### src/sv/bba_pkg.sv
package bba_pkg;

    // request kinds
    localparam logic [1:0] KIND_ALLOC = 2'd0;
    localparam logic [1:0] KIND_ALIGN = 2'd1;
    localparam logic [1:0] KIND_FREE  = 2'd2;
    localparam logic [1:0] KIND_INIT  = 2'd3;

    // result status codes
    localparam logic [1:0] ST_OK      = 2'd0;
    localparam logic [1:0] ST_NOBLK   = 2'd1;
    localparam logic [1:0] ST_BADFREE = 2'd2;

    // width of order values and counters
    localparam int ORD_W = 6;
    // width of the heap size register
    localparam int CFG_W = 5;

    typedef struct packed {
        logic [1:0]  kind;
        logic [16:0] request_size;
        logic [16:0] align_size;
        logic [15:0] block_offset;
    } in_word_t;

    typedef struct packed {
        logic [1:0]  status;
        logic [15:0] result_offset;
    } out_word_t;

    // datapath operations issued by the controller
    typedef enum logic [4:0] {
        OP_NONE,
        OP_LOAD,
        OP_INIT_SETUP,
        OP_CLR,
        OP_ALLOC_SETUP,
        OP_K_INC,
        OP_TAKE,
        OP_UNL_RD,
        OP_UNL_WR,
        OP_SPLIT,
        OP_PUSH_A,
        OP_PUSH_B,
        OP_FREE_SETUP,
        OP_FCHK_READ,
        OP_MERGE_INIT,
        OP_MRG_READ,
        OP_MRG_TAKE,
        OP_PUSH_SET,
        OP_ST_ERR1,
        OP_ST_ERR2,
        OP_ST_RES,
        OP_EMIT
    } dp_op_t;

    typedef struct packed {
        dp_op_t op;
    } cmd_t;

    // datapath status flags seen by the controller
    typedef struct packed {
        logic kind_init;
        logic kind_free;
        logic alloc_bad;
        logic free_bad;
        logic k_end;
        logic k_last;
        logic head_nz;
        logic tag_nz;
        logic tag_hit;
        logic split_more;
        logic clr_last;
    } stat_t;

    // ceiling of log2(x): smallest c with 2**c >= x
    function automatic logic [ORD_W-1:0] ceil_log2(input logic [16:0] x);
        logic [16:0]      xm;
        logic [ORD_W-1:0] c;
        xm = x - 17'd1;
        c  = '0;
        if (x > 17'd1) begin
            for (int i = 0; i < 17; i++) begin
                if (xm[i]) begin
                    c = ORD_W'(i + 1);
                end
            end
        end
        return c;
    endfunction

endpackage

### src/sv/bba_ctrl.sv
module bba_ctrl
    import bba_pkg::*;
(
    input  logic  aclk,
    input  logic  aresetn,
    input  logic  s_valid,
    output logic  s_ready,
    output logic  m_valid,
    input  logic  m_ready,
    input  stat_t stat,
    output cmd_t  cmd
);

    typedef enum logic [15:0] {
        S_CLR_RST  = 16'h0001,
        S_IDLE     = 16'h0002,
        S_DECODE   = 16'h0004,
        S_CLR_INIT = 16'h0008,
        S_SEARCH   = 16'h0010,
        S_UNL_RD   = 16'h0020,
        S_UNL_WR   = 16'h0040,
        S_SPLIT    = 16'h0080,
        S_PUSH_A   = 16'h0100,
        S_PUSH_B   = 16'h0200,
        S_FCHK0    = 16'h0400,
        S_FCHK_RD  = 16'h0800,
        S_FCHK_TST = 16'h1000,
        S_MRG_RD   = 16'h2000,
        S_MRG_TST  = 16'h4000,
        S_OUT      = 16'h8000
    } state_t;

    state_t state_reg, state_next;
    logic   m_valid_reg, m_valid_next;
    dp_op_t op;

    // sequencing
    always_comb begin
        state_next = state_reg;
        op         = OP_NONE;
        case (state_reg)
            S_CLR_RST: begin
                op = OP_CLR;
                if (stat.clr_last) state_next = S_IDLE;
            end
            S_IDLE: begin
                if (s_valid) begin
                    op         = OP_LOAD;
                    state_next = S_DECODE;
                end
            end
            S_DECODE: begin
                if (stat.kind_init) begin
                    op         = OP_INIT_SETUP;
                    state_next = S_CLR_INIT;
                end else if (stat.kind_free) begin
                    if (stat.free_bad) begin
                        op         = OP_ST_ERR2;
                        state_next = S_OUT;
                    end else begin
                        op         = OP_FREE_SETUP;
                        state_next = S_FCHK0;
                    end
                end else if (stat.alloc_bad) begin
                    op         = OP_ST_ERR1;
                    state_next = S_OUT;
                end else begin
                    op         = OP_ALLOC_SETUP;
                    state_next = S_SEARCH;
                end
            end
            S_CLR_INIT: begin
                op = OP_CLR;
                if (stat.clr_last) state_next = S_PUSH_A;
            end
            S_SEARCH: begin
                if (stat.k_end) begin
                    op         = OP_ST_ERR1;
                    state_next = S_OUT;
                end else if (stat.head_nz) begin
                    op         = OP_TAKE;
                    state_next = S_UNL_RD;
                end else begin
                    op = OP_K_INC;
                end
            end
            S_UNL_RD: begin
                op         = OP_UNL_RD;
                state_next = S_UNL_WR;
            end
            S_UNL_WR: begin
                op         = OP_UNL_WR;
                state_next = stat.kind_free ? S_MRG_RD : S_SPLIT;
            end
            S_SPLIT: begin
                if (stat.split_more) begin
                    op         = OP_SPLIT;
                    state_next = S_PUSH_A;
                end else begin
                    op         = OP_ST_RES;
                    state_next = S_OUT;
                end
            end
            S_PUSH_A: begin
                op         = OP_PUSH_A;
                state_next = S_PUSH_B;
            end
            S_PUSH_B: begin
                op = OP_PUSH_B;
                if (!stat.kind_init && !stat.kind_free) state_next = S_SPLIT;
                else state_next = S_OUT;
            end
            S_FCHK0: begin
                if (stat.tag_nz) begin
                    op         = OP_ST_ERR2;
                    state_next = S_OUT;
                end else begin
                    state_next = S_FCHK_RD;
                end
            end
            S_FCHK_RD: begin
                if (stat.k_end) begin
                    op         = OP_MERGE_INIT;
                    state_next = S_MRG_RD;
                end else begin
                    op         = OP_FCHK_READ;
                    state_next = S_FCHK_TST;
                end
            end
            S_FCHK_TST: begin
                if (stat.tag_hit) begin
                    op         = OP_ST_ERR2;
                    state_next = S_OUT;
                end else begin
                    op         = OP_K_INC;
                    state_next = S_FCHK_RD;
                end
            end
            S_MRG_RD: begin
                if (stat.k_last) begin
                    op         = OP_PUSH_SET;
                    state_next = S_PUSH_A;
                end else begin
                    op         = OP_MRG_READ;
                    state_next = S_MRG_TST;
                end
            end
            S_MRG_TST: begin
                if (stat.tag_hit) begin
                    op         = OP_MRG_TAKE;
                    state_next = S_UNL_RD;
                end else begin
                    op         = OP_PUSH_SET;
                    state_next = S_PUSH_A;
                end
            end
            S_OUT: begin
                if (!m_valid_reg || m_ready) begin
                    op         = OP_EMIT;
                    state_next = S_IDLE;
                end
            end
            default: begin
                state_next = S_IDLE;
            end
        endcase
    end

    // output word valid flag
    always_comb begin
        if (op == OP_EMIT) m_valid_next = 1'b1;
        else if (m_ready) m_valid_next = 1'b0;
        else m_valid_next = m_valid_reg;
    end

    always_ff @(posedge aclk) begin
        if (!aresetn) begin
            state_reg   <= S_CLR_RST;
            m_valid_reg <= 1'b0;
        end else begin
            state_reg   <= state_next;
            m_valid_reg <= m_valid_next;
        end
    end

    assign s_ready = (state_reg == S_IDLE);
    assign m_valid = m_valid_reg;
    assign cmd.op  = op;

endmodule

### config.mk
export PLATFORM = sky130hd
export DESIGN_NAME = bba_ctrl
export DESIGN_NICKNAME = d
export VERILOG_FILES = /design/src/sv/bba_pkg.sv /design/src/sv/bba_ctrl.sv
export SDC_FILE = /design/constraint.sdc
export NUM_CORES = 1
export LEC_CHECK = 0
export BUFFER_PORTS_ARGS = -buffer_cell sky130_fd_sc_hd__buf_2
export CORE_AREA = 2 2 57 59
export CTS_CLUSTER_SIZE = 10
export DETAILED_ROUTE_END_ITERATION = 8
export DIE_AREA = 0 0 59 61
export GPL_TIMING_DRIVEN = 0
export PLACE_DENSITY = 0.73
export RECOVER_POWER = 50
export REMOVE_ABC_BUFFERS = 1
export SYNTH_ARGS = -nofsm -noshare
export SYNTH_HDL_FRONTEND = slang
export SYNTH_SLANG_ARGS = --single-unit
### constraint.sdc
create_clock -name aclk -period 2.6 [get_ports aclk]
set_clock_uncertainty 0.2 [all_clocks]
set_input_delay 0.39 -clock aclk [delete_from_list [all_inputs] [get_ports aclk]]
set_output_delay 0.39 -clock aclk [all_outputs]
set_load 0.01 [all_outputs]
* Word-level counts from Yosys, hierarchy flattened *
Index checks and enable logic that the tools add are counted.

word-level totals
  output and inout port bits = 7
  bits in registers = 17
  logic and storage cells = 68
  input bits = 15

operators by class
  reductions and logical operators = 8
  equal/unequal tests = 22
  multiplexer cells = 36

operator list
  cell                                                               count
  16-bit one-hot mux with 16 select lines                            1
  16-bit 2-to-1 mux                                                  14
  5-bit one-hot mux with 15 select lines                             1
  5-bit 2-to-1 mux                                                   10
  14-bit 2-to-1 mux                                                  2
  16-bit by 1-bit == test with 1-bit output, second input constant   1
  16-bit by 10-bit == test with 1-bit output, second input constant  1
  16-bit by 11-bit == test with 1-bit output, second input constant  1
  16-bit by 12-bit == test with 1-bit output, second input constant  1
  16-bit by 13-bit == test with 1-bit output, second input constant  1
  16-bit by 14-bit == test with 1-bit output, second input constant  1
  16-bit by 15-bit == test with 1-bit output, second input constant  1
  16-bit == test, second input constant                              1
  16-bit by 2-bit == test with 1-bit output, second input constant   1
  16-bit by 3-bit == test with 1-bit output, second input constant   1
  16-bit by 4-bit == test with 1-bit output, second input constant   1
  16-bit by 5-bit == test with 1-bit output, second input constant   1
  16-bit by 6-bit == test with 1-bit output, second input constant   1
  16-bit by 7-bit == test with 1-bit output, second input constant   1
  16-bit by 8-bit == test with 1-bit output, second input constant   1
  16-bit by 9-bit == test with 1-bit output, second input constant   1
  15-bit 2-to-1 mux                                                  1
  9-bit 2-to-1 mux                                                   1
  2-bit != test, second input constant                               4
  10 further kinds                                                   16

* Logic depth before layout (Yosys ltp) *
  word-level depth = 6
  depth in mapped cells = 7
  mapped depth without buffers = 5

* Worst setup path after synthesis *
Ideal clock, no wire load.

  path type = reg-to-output
  start point = reg state_reg[9]
  end point = out cmd[0] in the netlist's numbering
  data required time = 2.010 ns
  stages on the path, launching flop included = 8
  path buffers = 2
  slack = -0.034 ns
  arrival time = 2.044 ns
  path through = dfxtp_1 > buf_4 > or4_4 > buf_6 > or4_4 > nor2_2 > a311o_1 > or4_1

RTL lines
  element                 RTL line         source
  start, declared         bba_ctrl.sv:33   state_t state_reg, state_next;
  start signal, assigned  bba_ctrl.sv:181  state_reg <= state_next;
  end, declared           bba_ctrl.sv:11   output cmd_t cmd

==> out/qor.txt <==
H-tree levels: 1
GPL Wtd Cong: 0.938
Yosys warning count: 0
Worst Setup EP: cmd[0]
nets: 232
total track usage: 27.4%
Final Hold Fails: 0
CTS Buffer Depth: 2
vias in the first global route: 1597
Reg2Reg Setup Slack: 0.08 ns
Synth Register Bits: 17
DIE HEIGHT: 61 microns
Worst Setup End Kind: primary output
syn avg cell area: 7.86 sq um
worst reg-to-reg path cell count: 7
GRT overflow: 0
violated checks: setup timing
PortBufs: 21
first-pass GRT wire length: 7410 microns
startpoint types: register
Fmax: 327 MHz
CTS Buf Count: 3
Synth cell types: 47
max FFs per register: 16
DRC: 0
Fillers: 223
Setup-failing EPs final: 6
Clock transition at path regs: 0.10 ns
register area share after synthesis: 23.7%
synth cell count leaders: dfxtp_1, nor4_1, nand2_1, nor3_1, clkbuf_1
CTS tree: done
die width: 59 microns
FF-to-FF End: state_reg[8]
count of flip-flops with a built-in enable after synthesis: 0
Internal Power: 0.366 mW
Ports: 22
TritonCTS Sinks: 17
reg2reg start: state_reg[5]
Sw Ratio: 30.7%
share of cells above drive strength 1: 44.0%
HP Class: primary input to register
final worst-path cycle share: 118%
Switch Pwr: 0.162 mW
Post-Syn Area: 1440 sq um
Clk pwr share: 27.7%
Peak VDD IR: 0.000213 V
Comb power frac: 23.3%
WL/cell: 21.5 microns
core footprint: 2950 sq um
Post-synth ARST share: 0%
critical path class: register to primary output
ys flop type: dfxtp_1
P_leak: 0.805 nW
total of max-cap violations: 0
largest net degree at the start of global routing: 15
count leader, synth: dfxtp_1
power per standard cell area: 273 nW/um^2
CP Max Fanout: 9
Worst EP arrival: 2.47 ns
CTS Hold Buffers Added: 0
CP required: 2.01 ns
row count: 20
TritonRoute pass-1 iters: 5
relative slew slack: 57.2%
initial DRC count: 156
cell taking the most area after synthesis: dfxtp_1
dpl hpwl: 3060 microns
Initial Util: 48.7%
initial antenna violation count: 0
Die Area: 3600 sq um
DRT Wirelength: 5380 microns
Slew @ Worst Pin: 0.633 ns
total number of vias: 1824
synth-to-layout area growth: 34.6%
Crit. Startpoint: state_reg[0]
top cell type's share of synthesized area: 23.7%
Mapped Cells: 183
final hold slack: 0.176 ns
root buf cell: clkbuf_4
clk_lat worst skew: 0.30 ns
vias per cell: 7.30
status: finished with violations
power share of the sequential group: 49.0%
Antenna Violating Nets Remaining: 0
top post-synthesis cells by area: dfxtp_1, nor4_1, or4_1, nor3_1, or4b_2
RSZ-0062 raised after global routing: yes
Final min period: 3.06 ns
placed instance count: 221
Final Slew Violations: 0
Non-Filler Instances: 250
post-route setup slack: -0.456 ns
## worst min path at each step
| stage | from | end | slack, ns | depth (start not counted) |
|---|---|---|---|---|
| detailed placement | state_reg[8] | state_reg[9] | 0.36 | 2 |
| global placement | state_reg[8] | state_reg[9] | 0.35 | 2 |
| global route | s_valid | state_reg[2] | 0.19 | 2 |
| floorplan | aresetn | state_reg[0] | 0.25 | 1 |
| CTS | s_valid | state_reg[2] | 0.15 | 2 |
| finish | s_valid | state_reg[2] | 0.18 | 2 |
## cell usage in the layout, fill, tap and decap left out, types with 5 or more instances in the layout
master / netlist / final
buf_2: 4 / 19
buf_4: 1 / 22
dfxtp_2: 0 / 5
dfxtp_4: 0 / 11
inv_1: 6 / 6
nand2_1: 11 / 11
nand3_1: 6 / 5
nand4_1: 6 / 6
nor2_1: 8 / 8
nor3_1: 10 / 8
nor4_1: 14 / 7
nor4_4: 0 / 6
o21ai_0: 8 / 8
or4_4: 3 / 6
xor2_1: 5 / 5
## routing by layer
layer  wire (microns)  up-vias  global-route usage [%]
met2             2450      172                    49.0
li1                 -      779                       -
met3              608       48                    3.84
met1             1950      825                    31.3
met4              374        0                    15.3
met5                0        -                       0
## what timing repair did
action,CTS,global route
gates resized for setup,40,17
pin swaps,13,10
setup buffers,16,8
setup endpoints to repair,9,6
## through the flow
| stage | worst slack (ns) | instance area (sq um) | TNS (ns) | power [mW] | utilization, % |
|---|---|---|---|---|---|
| finish | -0.456 | 1940 | -2.00 | 0.529 | 65.6 |
| global route | -0.521 | 1930 | -2.40 | 0.547 | 65.5 |
| CTS | -0.370 | 1790 | -1.59 | 0.506 | 60.7 |
| detailed placement | -0.278 | 1500 | -1.23 | 0.359 | 50.8 |
| global placement | -0.299 | 1500 | -1.34 | 0.357 | 50.8 |
| floorplan | 0.0580 | 1350 | 0 | 0.322 | - |
## cells by family (layout without fill, tap and decap cells)
| family | Yosys count | after routing | share of synthesized area (%) |
|---|---|---|---|
| xor+xnor | 8 | 8 | 4.87 |
| other cells | 0 | 1 | 0 |
| flops | 17 | 17 | 23.7 |
| compound gates | 30 | 30 | 14.5 |
| simple gates | 105 | 105 | 48.7 |
| buf+inv | 22 | 55 | 7.40 |
| mux | 1 | 1 | 0.783 |
## layout make-up
| cell class | count | area [sq um] | area share (%) |
|---|---|---|---|
| Antenna cell | 1 | 2.50 | 0.129 |
| Clock buffer | 4 | 26.3 | 1.36 |
| Inverter | 6 | 22.5 | 1.16 |
| Multi-Input combinational cell | 144 | 1160 | 59.8 |
| Sequential cell | 17 | 388 | 20.0 |
| Tap cell | 33 | 41.3 | 2.13 |
| Timing Repair Buffer | 45 | 298 | 15.4 |
## worst max-delay path, stage by stage (launching register included)
cell     delay (ns)
dfxtp_4        0.36
buf_4          0.17
nor4_4         0.44
nand3_1        0.20
or4_1          0.52
nand4_1        0.17
or4_1          0.16
buf_2          0.14
## power groups by stage
stage          logic (mW)  registers [mW]  clock network, mW
4_1_cts             0.102           0.259              0.145
2_1_floorplan      0.0478           0.274                  0
3_3_place_gp       0.0809           0.276                  0
3_5_place_dp       0.0825           0.277                  0
6_report            0.123           0.259              0.147
5_1_grt             0.129           0.259              0.159
Note: power is estimated with default switching activity, not from simulation.
